===== config.mk =====
export PLATFORM = sky130hd
export DESIGN_NAME = gps_servo_lock_state_machine_flat
export DESIGN_NICKNAME = d
export VERILOG_FILES = /design/src/hdl/gpsl_pkg.sv /design/src/hdl/gpsl_if.sv /design/src/hdl/gpsl_cfg_regs.sv /design/src/hdl/gpsl_meas_stage.sv /design/src/hdl/gpsl_servo_core.sv /design/src/hdl/gps_servo_lock_state_machine.sv /design/src/flat_wrapper.sv
export SDC_FILE = /design/constraint.sdc
export NUM_CORES = 1
export LEC_CHECK = 0
export ABC_CLOCK_PERIOD_IN_PS = 7800
export BUFFER_PORTS_ARGS = -buffer_cell sky130_fd_sc_hd__buf_2
export CAP_MARGIN = 5
export CORE_MARGIN = 5
export CORE_UTILIZATION = 60
export CTS_CLUSTER_DIAMETER = 200
export DETAILED_ROUTE_END_ITERATION = 16
export PLACE_DENSITY_LB_ADDON = 0.1
export SLEW_MARGIN = 40
export SYNTH_ARGS = -nofsm -noshare
export SYNTH_HDL_FRONTEND = slang
export SYNTH_SLANG_ARGS = --single-unit

===== constraint.sdc =====
create_clock -name clk_i -period 7.8 [get_ports clk_i]
set_clock_uncertainty 0.1 [all_clocks]
set_input_delay 1.17 -clock clk_i [delete_from_list [all_inputs] [get_ports clk_i]]
set_output_delay 1.17 -clock clk_i [all_outputs]
set_load 0.01 [all_outputs]

===== src/hdl/gpsl_pkg.sv =====
`timescale 1ns / 1ps

package gpsl_pkg;

  localparam int DEF_COUNT_WIDTH = 16;
  localparam int DEF_TIME_WIDTH  = 40;

  localparam int PHASE_W      = 48;
  localparam int FREQ_W       = 32;
  localparam int MODE_W       = 2;
  localparam int REC_CNT_W    = 16;
  localparam int PHASE_THR_W  = 47;
  localparam int FREQ_THR_W   = 31;
  localparam int STAB_CNT_W   = 16;
  localparam int CFG_DATA_W   = 47;
  localparam int CFG_IDX_W    = 2;

  localparam logic [MODE_W-1:0] MODE_RECOVERY = 2'd0;
  localparam logic [MODE_W-1:0] MODE_LOCKED   = 2'd1;
  localparam logic [MODE_W-1:0] MODE_HOLDOVER = 2'd2;

  localparam logic [CFG_IDX_W-1:0] REG_RECOVERY_COUNT  = 2'd0;
  localparam logic [CFG_IDX_W-1:0] REG_PHASE_THRESHOLD = 2'd1;
  localparam logic [CFG_IDX_W-1:0] REG_FREQ_THRESHOLD  = 2'd2;
  localparam logic [CFG_IDX_W-1:0] REG_STABILITY_COUNT = 2'd3;

  localparam logic [REC_CNT_W-1:0]   RST_RECOVERY_COUNT  = 16'd10;
  localparam logic [PHASE_THR_W-1:0] RST_PHASE_THRESHOLD = 47'd100;
  localparam logic [FREQ_THR_W-1:0]  RST_FREQ_THRESHOLD  = 31'd1280;
  localparam logic [STAB_CNT_W-1:0]  RST_STABILITY_COUNT = 16'd10;

  typedef struct packed {
    logic [REC_CNT_W-1:0]   recovery_count;
    logic [PHASE_THR_W-1:0] phase_threshold;
    logic [FREQ_THR_W-1:0]  freq_threshold;
    logic [STAB_CNT_W-1:0]  stability_count;
  } cfg_t;

  typedef struct packed {
    logic ref_ok;
    logic in_thr;
  } meas_flags_t;

endpackage


===== src/hdl/gpsl_if.sv =====
`timescale 1ns / 1ps

interface gpsl_meas_if #(
  parameter int TIME_WIDTH = 40
);
  logic                   valid;
  logic                   ready;
  logic                   pps_ok;
  logic                   tod_ok;
  logic signed [47:0]     phase_err;
  logic signed [31:0]     freq_err;
  logic [TIME_WIDTH-1:0]  utc_seconds;

  modport source (output valid, pps_ok, tod_ok, phase_err, freq_err, utc_seconds,
                  input ready);
  modport sink   (input valid, pps_ok, tod_ok, phase_err, freq_err, utc_seconds,
                  output ready);
endinterface

interface gpsl_res_if #(
  parameter int COUNT_WIDTH = 16,
  parameter int TIME_WIDTH  = 40
);
  logic                   valid;
  logic                   ready;
  logic [1:0]             servo_mode;
  logic                   stable_lock;
  logic [COUNT_WIDTH-1:0] good_run;
  logic [COUNT_WIDTH-1:0] lock_run;
  logic [TIME_WIDTH-1:0]  seconds_in_mode;

  modport source (output valid, servo_mode, stable_lock, good_run, lock_run,
                  seconds_in_mode, input ready);
  modport sink   (input valid, servo_mode, stable_lock, good_run, lock_run,
                  seconds_in_mode, output ready);
endinterface


===== src/hdl/gpsl_cfg_regs.sv =====
`timescale 1ns / 1ps

module gpsl_cfg_regs (
  input  logic                                  clk_i,
  input  logic                                  rst_ni,
  input  logic                                  cfg_we_i,
  input  logic [gpsl_pkg::CFG_IDX_W-1:0]        cfg_idx_i,
  input  logic [gpsl_pkg::CFG_DATA_W-1:0]       cfg_data_i,
  output gpsl_pkg::cfg_t                        cfg_o
);
  import gpsl_pkg::*;

  cfg_t cfg_q, cfg_d;

  always_comb begin
    cfg_d = cfg_q;
    if (cfg_we_i) begin
      case (cfg_idx_i)
        REG_RECOVERY_COUNT:  cfg_d.recovery_count  = cfg_data_i[REC_CNT_W-1:0];
        REG_PHASE_THRESHOLD: cfg_d.phase_threshold = cfg_data_i[PHASE_THR_W-1:0];
        REG_FREQ_THRESHOLD:  cfg_d.freq_threshold  = cfg_data_i[FREQ_THR_W-1:0];
        REG_STABILITY_COUNT: cfg_d.stability_count = cfg_data_i[STAB_CNT_W-1:0];
        default: cfg_d = cfg_q;
      endcase
    end
  end

  always_ff @(posedge clk_i or negedge rst_ni) begin
    if (!rst_ni) begin
      cfg_q.recovery_count  <= RST_RECOVERY_COUNT;
      cfg_q.phase_threshold <= RST_PHASE_THRESHOLD;
      cfg_q.freq_threshold  <= RST_FREQ_THRESHOLD;
      cfg_q.stability_count <= RST_STABILITY_COUNT;
    end else begin
      cfg_q <= cfg_d;
    end
  end

  assign cfg_o = cfg_q;

endmodule


===== src/hdl/gpsl_meas_stage.sv =====
`timescale 1ns / 1ps

module gpsl_meas_stage #(
  parameter int TIME_WIDTH = gpsl_pkg::DEF_TIME_WIDTH
) (
  input  logic                       clk_i,
  input  logic                       rst_ni,
  input  gpsl_pkg::cfg_t             cfg_i,
  gpsl_meas_if.sink                  meas_i,
  output logic                       valid_o,
  input  logic                       ready_i,
  output gpsl_pkg::meas_flags_t      flags_o,
  output logic [TIME_WIDTH-1:0]      now_o
);
  import gpsl_pkg::*;

  logic                  valid_q, valid_d;
  meas_flags_t           flags_q, flags_d;
  logic [TIME_WIDTH-1:0] now_q;
  logic [PHASE_W-1:0]    pmag;
  logic [FREQ_W-1:0]     fmag;
  logic                  take;

  // A most negative error maps to 2^47 or 2^31, which no threshold reaches.
  assign pmag = meas_i.phase_err[PHASE_W-1] ? (~meas_i.phase_err + 1'b1)
                                            : meas_i.phase_err;
  assign fmag = meas_i.freq_err[FREQ_W-1] ? (~meas_i.freq_err + 1'b1)
                                          : meas_i.freq_err;

  assign meas_i.ready = !valid_q || ready_i;
  assign take         = meas_i.valid && meas_i.ready;

  always_comb begin
    flags_d.ref_ok = meas_i.pps_ok && meas_i.tod_ok;
    flags_d.in_thr = (pmag <= {1'b0, cfg_i.phase_threshold}) &&
                     (fmag <= {1'b0, cfg_i.freq_threshold});
    valid_d        = take || (valid_q && !ready_i);
  end

  always_ff @(posedge clk_i or negedge rst_ni) begin
    if (!rst_ni) begin
      valid_q <= 1'b0;
    end else begin
      valid_q <= valid_d;
    end
  end

  always_ff @(posedge clk_i) begin
    if (take) begin
      flags_q <= flags_d;
      now_q   <= meas_i.utc_seconds;
    end
  end

  assign valid_o = valid_q;
  assign flags_o = flags_q;
  assign now_o   = now_q;

endmodule


===== src/hdl/gpsl_servo_core.sv =====
`timescale 1ns / 1ps

module gpsl_servo_core #(
  parameter int COUNT_WIDTH = gpsl_pkg::DEF_COUNT_WIDTH,
  parameter int TIME_WIDTH  = gpsl_pkg::DEF_TIME_WIDTH
) (
  input  logic                       clk_i,
  input  logic                       rst_ni,
  input  gpsl_pkg::cfg_t             cfg_i,
  input  logic                       valid_i,
  output logic                       ready_o,
  input  gpsl_pkg::meas_flags_t      flags_i,
  input  logic [TIME_WIDTH-1:0]      now_i,
  gpsl_res_if.source                 res_o
);
  import gpsl_pkg::*;

  localparam int CMP_W = (COUNT_WIDTH > REC_CNT_W) ? COUNT_WIDTH : REC_CNT_W;

  logic [MODE_W-1:0]      mode_q, mode_d;
  logic [COUNT_WIDTH-1:0] good_q, good_d;
  logic [COUNT_WIDTH-1:0] lock_q, lock_d;
  logic [TIME_WIDTH-1:0]  ctime_q, ctime_d;
  logic                   out_valid_q, out_valid_d;
  logic                   stable_d;
  logic [TIME_WIDTH-1:0]  secs_d;
  logic [COUNT_WIDTH-1:0] good_inc;
  logic [COUNT_WIDTH-1:0] lock_inc;
  logic                   take;

  logic [MODE_W-1:0]      res_mode_q;
  logic                   res_stable_q;
  logic [COUNT_WIDTH-1:0] res_good_q;
  logic [COUNT_WIDTH-1:0] res_lock_q;
  logic [TIME_WIDTH-1:0]  res_secs_q;

  assign ready_o = !out_valid_q || res_o.ready;
  assign take    = valid_i && ready_o;

  assign good_inc = (&good_q) ? good_q : good_q + 1'b1;
  assign lock_inc = (&lock_q) ? lock_q : lock_q + 1'b1;

  always_comb begin
    mode_d  = mode_q;
    good_d  = good_q;
    lock_d  = lock_q;
    // An unset change time picks up the current stamp first.
    ctime_d = (ctime_q == '0) ? now_i : ctime_q;
    case (mode_q)
      MODE_LOCKED: begin
        if (!flags_i.ref_ok) begin
          mode_d  = MODE_HOLDOVER;
          ctime_d = now_i;
        end else if (flags_i.in_thr) begin
          lock_d = lock_inc;
        end else begin
          lock_d = '0;
        end
      end
      MODE_HOLDOVER: begin
        if (flags_i.ref_ok) begin
          mode_d  = MODE_RECOVERY;
          ctime_d = now_i;
          good_d  = '0;
        end
      end
      default: begin
        if (flags_i.ref_ok) begin
          good_d = good_inc;
          if (CMP_W'(good_inc) >= CMP_W'(cfg_i.recovery_count)) begin
            mode_d  = MODE_LOCKED;
            ctime_d = now_i;
            lock_d  = '0;
          end
        end else begin
          good_d = '0;
        end
      end
    endcase
    stable_d    = (mode_d == MODE_LOCKED) &&
                  (CMP_W'(lock_d) >= CMP_W'(cfg_i.stability_count));
    secs_d      = (ctime_d == '0) ? '0 : now_i - ctime_d;
    out_valid_d = take || (out_valid_q && !res_o.ready);
  end

  always_ff @(posedge clk_i or negedge rst_ni) begin
    if (!rst_ni) begin
      mode_q      <= MODE_RECOVERY;
      good_q      <= '0;
      lock_q      <= '0;
      ctime_q     <= '0;
      out_valid_q <= 1'b0;
    end else begin
      out_valid_q <= out_valid_d;
      if (take) begin
        mode_q  <= mode_d;
        good_q  <= good_d;
        lock_q  <= lock_d;
        ctime_q <= ctime_d;
      end
    end
  end

  always_ff @(posedge clk_i) begin
    if (take) begin
      res_mode_q   <= mode_d;
      res_stable_q <= stable_d;
      res_good_q   <= good_d;
      res_lock_q   <= lock_d;
      res_secs_q   <= secs_d;
    end
  end

  assign res_o.valid           = out_valid_q;
  assign res_o.servo_mode      = res_mode_q;
  assign res_o.stable_lock     = res_stable_q;
  assign res_o.good_run        = res_good_q;
  assign res_o.lock_run        = res_lock_q;
  assign res_o.seconds_in_mode = res_secs_q;

endmodule


===== src/hdl/gps_servo_lock_state_machine.sv =====
`timescale 1ns / 1ps
// A measurement accepted by the measurement stage is registered there, and its result
// is loaded into the result register once that register is free.
// Throughput: one measurement per clock cycle while the result output is not stalled.
// Reset (asynchronous, active low) returns the servo to recovery with both counters at
// zero, the change time unset, no request pending and the config registers at defaults.
module gps_servo_lock_state_machine #(
  parameter int COUNT_WIDTH = gpsl_pkg::DEF_COUNT_WIDTH,
  parameter int TIME_WIDTH  = gpsl_pkg::DEF_TIME_WIDTH
) (
  input  logic                              clk_i,
  input  logic                              rst_ni,
  input  logic                              cfg_we_i,
  input  logic [gpsl_pkg::CFG_IDX_W-1:0]    cfg_idx_i,
  input  logic [gpsl_pkg::CFG_DATA_W-1:0]   cfg_data_i,
  gpsl_meas_if.sink                         meas_i,
  gpsl_res_if.source                        res_o
);
  import gpsl_pkg::*;

  cfg_t                  cfg;
  logic                  stage_valid;
  logic                  core_ready;
  meas_flags_t           stage_flags;
  logic [TIME_WIDTH-1:0] stage_now;

  gpsl_cfg_regs u_cfg_regs (
    .clk_i      (clk_i),
    .rst_ni     (rst_ni),
    .cfg_we_i   (cfg_we_i),
    .cfg_idx_i  (cfg_idx_i),
    .cfg_data_i (cfg_data_i),
    .cfg_o      (cfg)
  );

  gpsl_meas_stage #(
    .TIME_WIDTH (TIME_WIDTH)
  ) u_meas_stage (
    .clk_i   (clk_i),
    .rst_ni  (rst_ni),
    .cfg_i   (cfg),
    .meas_i  (meas_i),
    .valid_o (stage_valid),
    .ready_i (core_ready),
    .flags_o (stage_flags),
    .now_o   (stage_now)
  );

  gpsl_servo_core #(
    .COUNT_WIDTH (COUNT_WIDTH),
    .TIME_WIDTH  (TIME_WIDTH)
  ) u_servo_core (
    .clk_i   (clk_i),
    .rst_ni  (rst_ni),
    .cfg_i   (cfg),
    .valid_i (stage_valid),
    .ready_o (core_ready),
    .flags_i (stage_flags),
    .now_i   (stage_now),
    .res_o   (res_o)
  );

endmodule


===== src/flat_wrapper.sv =====
// flat-port wrapper written by rule: the top's interface ports become plain ports
module gps_servo_lock_state_machine_flat import gpsl_pkg::*;
#(
  parameter int COUNT_WIDTH = gpsl_pkg::DEF_COUNT_WIDTH,
  parameter int TIME_WIDTH  = gpsl_pkg::DEF_TIME_WIDTH
)
  (clk_i, rst_ni, cfg_we_i, cfg_idx_i, cfg_data_i, meas_i_valid, meas_i_pps_ok, meas_i_tod_ok, meas_i_phase_err, meas_i_freq_err, meas_i_utc_seconds, meas_i_ready, res_o_valid, res_o_servo_mode, res_o_stable_lock, res_o_good_run, res_o_lock_run, res_o_seconds_in_mode, res_o_ready);
  gpsl_meas_if #(.TIME_WIDTH(TIME_WIDTH)) meas_i_i ();
  gpsl_res_if #(.COUNT_WIDTH(COUNT_WIDTH), .TIME_WIDTH(TIME_WIDTH)) res_o_i ();
  input  logic clk_i;
  input  logic rst_ni;
  input  logic cfg_we_i;
  input  logic [gpsl_pkg::CFG_IDX_W-1:0] cfg_idx_i;
  input  logic [gpsl_pkg::CFG_DATA_W-1:0] cfg_data_i;
  input wire logic [$bits(meas_i_i.valid)-1:0] meas_i_valid;
  input wire logic [$bits(meas_i_i.pps_ok)-1:0] meas_i_pps_ok;
  input wire logic [$bits(meas_i_i.tod_ok)-1:0] meas_i_tod_ok;
  input wire logic [$bits(meas_i_i.phase_err)-1:0] meas_i_phase_err;
  input wire logic [$bits(meas_i_i.freq_err)-1:0] meas_i_freq_err;
  input wire logic [$bits(meas_i_i.utc_seconds)-1:0] meas_i_utc_seconds;
  output wire logic [$bits(meas_i_i.ready)-1:0] meas_i_ready;
  output wire logic [$bits(res_o_i.valid)-1:0] res_o_valid;
  output wire logic [$bits(res_o_i.servo_mode)-1:0] res_o_servo_mode;
  output wire logic [$bits(res_o_i.stable_lock)-1:0] res_o_stable_lock;
  output wire logic [$bits(res_o_i.good_run)-1:0] res_o_good_run;
  output wire logic [$bits(res_o_i.lock_run)-1:0] res_o_lock_run;
  output wire logic [$bits(res_o_i.seconds_in_mode)-1:0] res_o_seconds_in_mode;
  input wire logic [$bits(res_o_i.ready)-1:0] res_o_ready;
  assign meas_i_i.valid = meas_i_valid;
  assign meas_i_i.pps_ok = meas_i_pps_ok;
  assign meas_i_i.tod_ok = meas_i_tod_ok;
  assign meas_i_i.phase_err = meas_i_phase_err;
  assign meas_i_i.freq_err = meas_i_freq_err;
  assign meas_i_i.utc_seconds = meas_i_utc_seconds;
  assign meas_i_ready = meas_i_i.ready;
  assign res_o_valid = res_o_i.valid;
  assign res_o_servo_mode = res_o_i.servo_mode;
  assign res_o_stable_lock = res_o_i.stable_lock;
  assign res_o_good_run = res_o_i.good_run;
  assign res_o_lock_run = res_o_i.lock_run;
  assign res_o_seconds_in_mode = res_o_i.seconds_in_mode;
  assign res_o_i.ready = res_o_ready;
  gps_servo_lock_state_machine #(.COUNT_WIDTH(COUNT_WIDTH), .TIME_WIDTH(TIME_WIDTH)) u_core (.clk_i(clk_i), .rst_ni(rst_ni), .cfg_we_i(cfg_we_i), .cfg_idx_i(cfg_idx_i), .cfg_data_i(cfg_data_i), .meas_i(meas_i_i), .res_o(res_o_i));
endmodule

==> impl_metrics.env <==
export IMPL_status="complete, no violations"
export IMPL_grt_pass1_wl_um=92900
export IMPL_sw_frac_of_total=0.407
export IMPL_grt_met1_usage=0.414
export IMPL_synth_top_area_frac=0.216
export IMPL_vias_per_cell=6.27
export IMPL_worst_pin_slew_ns=0.887
export IMPL_drcViolationCount=0
export IMPL_synth_compound_area_frac=0.202
export IMPL_initial_core_util=0.610
export IMPL_synth_simple_area_share=0.146
export IMPL_use_met3=0.0609
export IMPL_row_count=67
export IMPL_finalSetupViolations=0
export IMPL_synthTopCellsByArea="dfrtp_1, edfxtp_1, ha_1"
export IMPL_synth_edf_count=117
export IMPL_ys_seq_area_frac=0.399
export IMPL_crit_path_end_kind="flop"
export IMPL_fillCellCount=2636
export IMPL_holdBufCountCts=0
export IMPL_cts_sinks=303
export IMPL_cts_setup_buffers=0
export IMPL_cts_buffers=35
export IMPL_cellPowerDensity_mw_per_mm2=343
export IMPL_maxSlewHeadroom=0.409
export IMPL_vdd_ir_drop_max_uv=272
export IMPL_required_ns=7.99
export IMPL_cpMostUsedCell="a21oi_1"
export IMPL_coreArea_mm2=0.0336
export IMPL_synth_warnings=0
export IMPL_p_comb_frac=0.488
export IMPL_syn2layout_area_growth_pct=14.0
export IMPL_first_global_vias=17090
export IMPL_tns_ns=0
export IMPL_synth_nets=2515
export IMPL_grt_usage=0.298
export IMPL_yosys_cell_types_count=67
export IMPL_synthArstFlopShare=0.614
export IMPL_cp_start_kind="flop"
export IMPL_whs_ns=0.404
export IMPL_clockPowerShare=0.210
export IMPL_critPathArrivalTime_ns=7.43
export IMPL_overflow=0
export IMPL_routedWlPerCell_um=20.4
export IMPL_crit_type="flop to flop"
export IMPL_die_area_mm2=0.0380
export IMPL_io_buffers=252
export IMPL_cts_max_path_buffers=3
export IMPL_clk_pin_slew_worst_paths_ns=0.06
export IMPL_p_int_uw=4750
export IMPL_p_sw_uw=3260
export IMPL_ctsResizeCount=0
export IMPL_syn_area_mm2=0.0205
export IMPL_fin_ws_ns=0.562
export IMPL_pre_cts_ws_ns=0.389
export IMPL_critical_path_max_stage_delay_ns=0.51
export IMPL_num_vias=18019
export IMPL_synth_most_common_cell="nand2_1"
export IMPL_crit_slowest_cell="a211oi_1"
export IMPL_drive_gt1_frac=0.199
export IMPL_insertion_delay_ns=0.54
export IMPL_max_clock_freq_ghz=0.138
export IMPL_drt_pass1_iterations=6
export IMPL_worstHoldPathType="flop to flop"
export IMPL_synth_adder_area_share=0.0955
export IMPL_gp_congestion=0.945
export IMPL_die_w_um=195
export IMPL_dpl_cell_count=2806
export IMPL_cts_tree="done"
export IMPL_final_cells=2873
export IMPL_htreeDepth=2
export IMPL_avgSynthCellArea_um2=9.40
export IMPL_synth_mux_area_frac=0.0650
export IMPL_syn_inst=2183
export IMPL_gr_usage_met2=0.486
export IMPL_grt_start_max_net_pins=99
export IMPL_pwr_share_seq=0.302
export IMPL_synth_ff_type="dfrtp_1"
export IMPL_yosysTopAreaCell="dfrtp_1"
export IMPL_hold_violations=0
export IMPL_wl_um=58800
export IMPL_gr_max_usage_layer="met2"
export IMPL_nets=2727
export IMPL_slew_violations=0
export IMPL_period_needed_ns=7.24
export IMPL_io_pins=253
export IMPL_crit_fanout=27
export IMPL_drt_initial_drc_count=1308
export IMPL_p_leak_uw=0.0104
export IMPL_clock_root_buffer="clkbuf_16"
export IMPL_period_share=0.928
export IMPL_antenna_found_initial=11
export IMPL_dpl_hpwl_um=43500
export IMPL_synth_top_cells_by_count="nand2_1, o21ai_0, dfrtp_1, ha_1"
export IMPL_ys_ff_latch=303
export IMPL_die_h_um=195
export IMPL_rsz0062_at_grt="no"
export IMPL_synth_top_family_by_area="compound AO/OA/AOI/OAI gates"
export IMPL_antenna_left=0
export IMPL_maxCapViolCount=0
export IMPL_synthXorXnorAreaFrac=0.0483
[per-stage QoR]
stage	instance area [um2]	total power (uW)	utilization
2_1_floorplan	20500	5120	-
3_3_place_gp	22200	6150	0.659
3_5_place_dp	22200	6260	0.660
4_1_cts	23300	7980	0.695
5_1_grt	23400	8550	0.696
6_report	23400	8020	0.696
[cells in the final DEF, fill, tap and decap left out, types with 20 or more instances in the layout]
master     synthesis  layout
inv_1            138     137
edfxtp_1         117     117
nand2b_1          27      27
nor4_1            24      21
mux2_2           114     114
a31oi_1           20      20
a21o_1            66      66
ha_1             155     153
clkbuf_16          0      36
or3_1             21      21
a21oi_1          138     137
a22oi_1           40      40
a211oi_1          29      29
o21ai_0          192     191
o31ai_1           32      32
nand4_1           42      42
nor2_1            87      86
nand3_1           42      41
dfrtp_1          177     177
buf_4              0      21
a221oi_1          35      35
xor2_1            20      20
xnor2_1           93      93
buf_2              2     251
and2_1            35      34
nand2_1          231     229
[power groups by stage]
stage	clock network [uW]	registers, uW	logic, uW
2_1_floorplan	0	2430	2690
3_3_place_gp	0	2420	3730
3_5_place_dp	0	2430	3830
4_1_cts	1710	2410	3860
5_1_grt	1780	2460	4310
6_report	1680	2420	3910
[registers in the layout (all words and copies together), names as in the netlist]
| signal | flops |
|---|---|
| u_core.u_cfg_regs.cfg_o | 110 |
| u_core.u_meas_stage.flags_o | 2 |
| u_core.u_meas_stage.now_o | 40 |
| u_core.u_meas_stage.valid_o | 1 |
| u_core.u_servo_core.ctime_q | 40 |
| u_core.u_servo_core.good_q | 16 |
| u_core.u_servo_core.lock_q | 16 |
| u_core.u_servo_core.mode_q | 2 |
| u_core.u_servo_core.res_o.good_run | 16 |
| u_core.u_servo_core.res_o.lock_run | 16 |
| u_core.u_servo_core.res_o.seconds_in_mode | 40 |
| u_core.u_servo_core.res_o.servo_mode | 2 |
| u_core.u_servo_core.res_o.stable_lock | 1 |
| u_core.u_servo_core.res_o.valid | 1 |
[layer usage]
metal  part of all wire  up-vias
met4              0.022       14
met1               0.42     8648
met3              0.084      106
met5             0.0013        -
met2               0.47      779
li1                   -     8472
[final cells by class]
type / instances / area [um2] / area share
antenna: 3 / 7.51 / 0.000321
clock buffer: 52 / 981 / 0.0419
clock inverter: 12 / 185 / 0.00792
inverter: 140 / 528 / 0.0226
multi-input combinational: 1639 / 11500 / 0.491
sequential: 303 / 8180 / 0.350
tap: 448 / 561 / 0.0240
timing repair buffer: 276 / 1460 / 0.0624
[cell families (layout without fill, tap and decap cells)]
| group | count (synthesis) | in the layout |
|---|---|---|
| AO/OA/AOI/OAI | 647 | 647 |
| AND/OR/NAND/NOR | 604 | 604 |
| flip-flops | 303 | 303 |
| buffers and inverters | 241 | 480 |
| adder cells (fa/ha/maj) | 156 | 156 |
| multiplexers | 119 | 119 |
| XOR/XNOR | 113 | 113 |
| other | 0 | 3 |
[worst paths after layout]
kind	from	end	slack (ns)	cells past startpoint
worst max-delay path	u_core.u_servo_core.good_q[3]	u_core.u_servo_core.res_o.seconds_in_mode[32]	0.56	29
worst min-delay path	u_core.u_cfg_regs.cfg_o[41]	u_core.u_cfg_regs.cfg_o[41]	0.40	1
worst max register to register	u_core.u_servo_core.good_q[3]	u_core.u_servo_core.res_o.seconds_in_mode[32]	0.56	29
worst min register to register	u_core.u_cfg_regs.cfg_o[41]	u_core.u_cfg_regs.cfg_o[41]	0.40	1
max in group asynchronous	rst_ni	u_core.u_cfg_regs.cfg_o[72]	6.02	2
min in group asynchronous	rst_ni	u_core.u_servo_core.good_q[11]	0.48	1
[worst max-delay path, delay by kind of cell (launching register included)]
kind | cells | cell delay, ns
xor+xnor | 1 | 0.11
fa+ha+maj | 3 | 0.92
buf+inv | 4 | 0.64
compound gates | 12 | 2.66
flops | 1 | 0.43
simple gates | 9 | 2.12
Power figures use the tool's default switching activity.
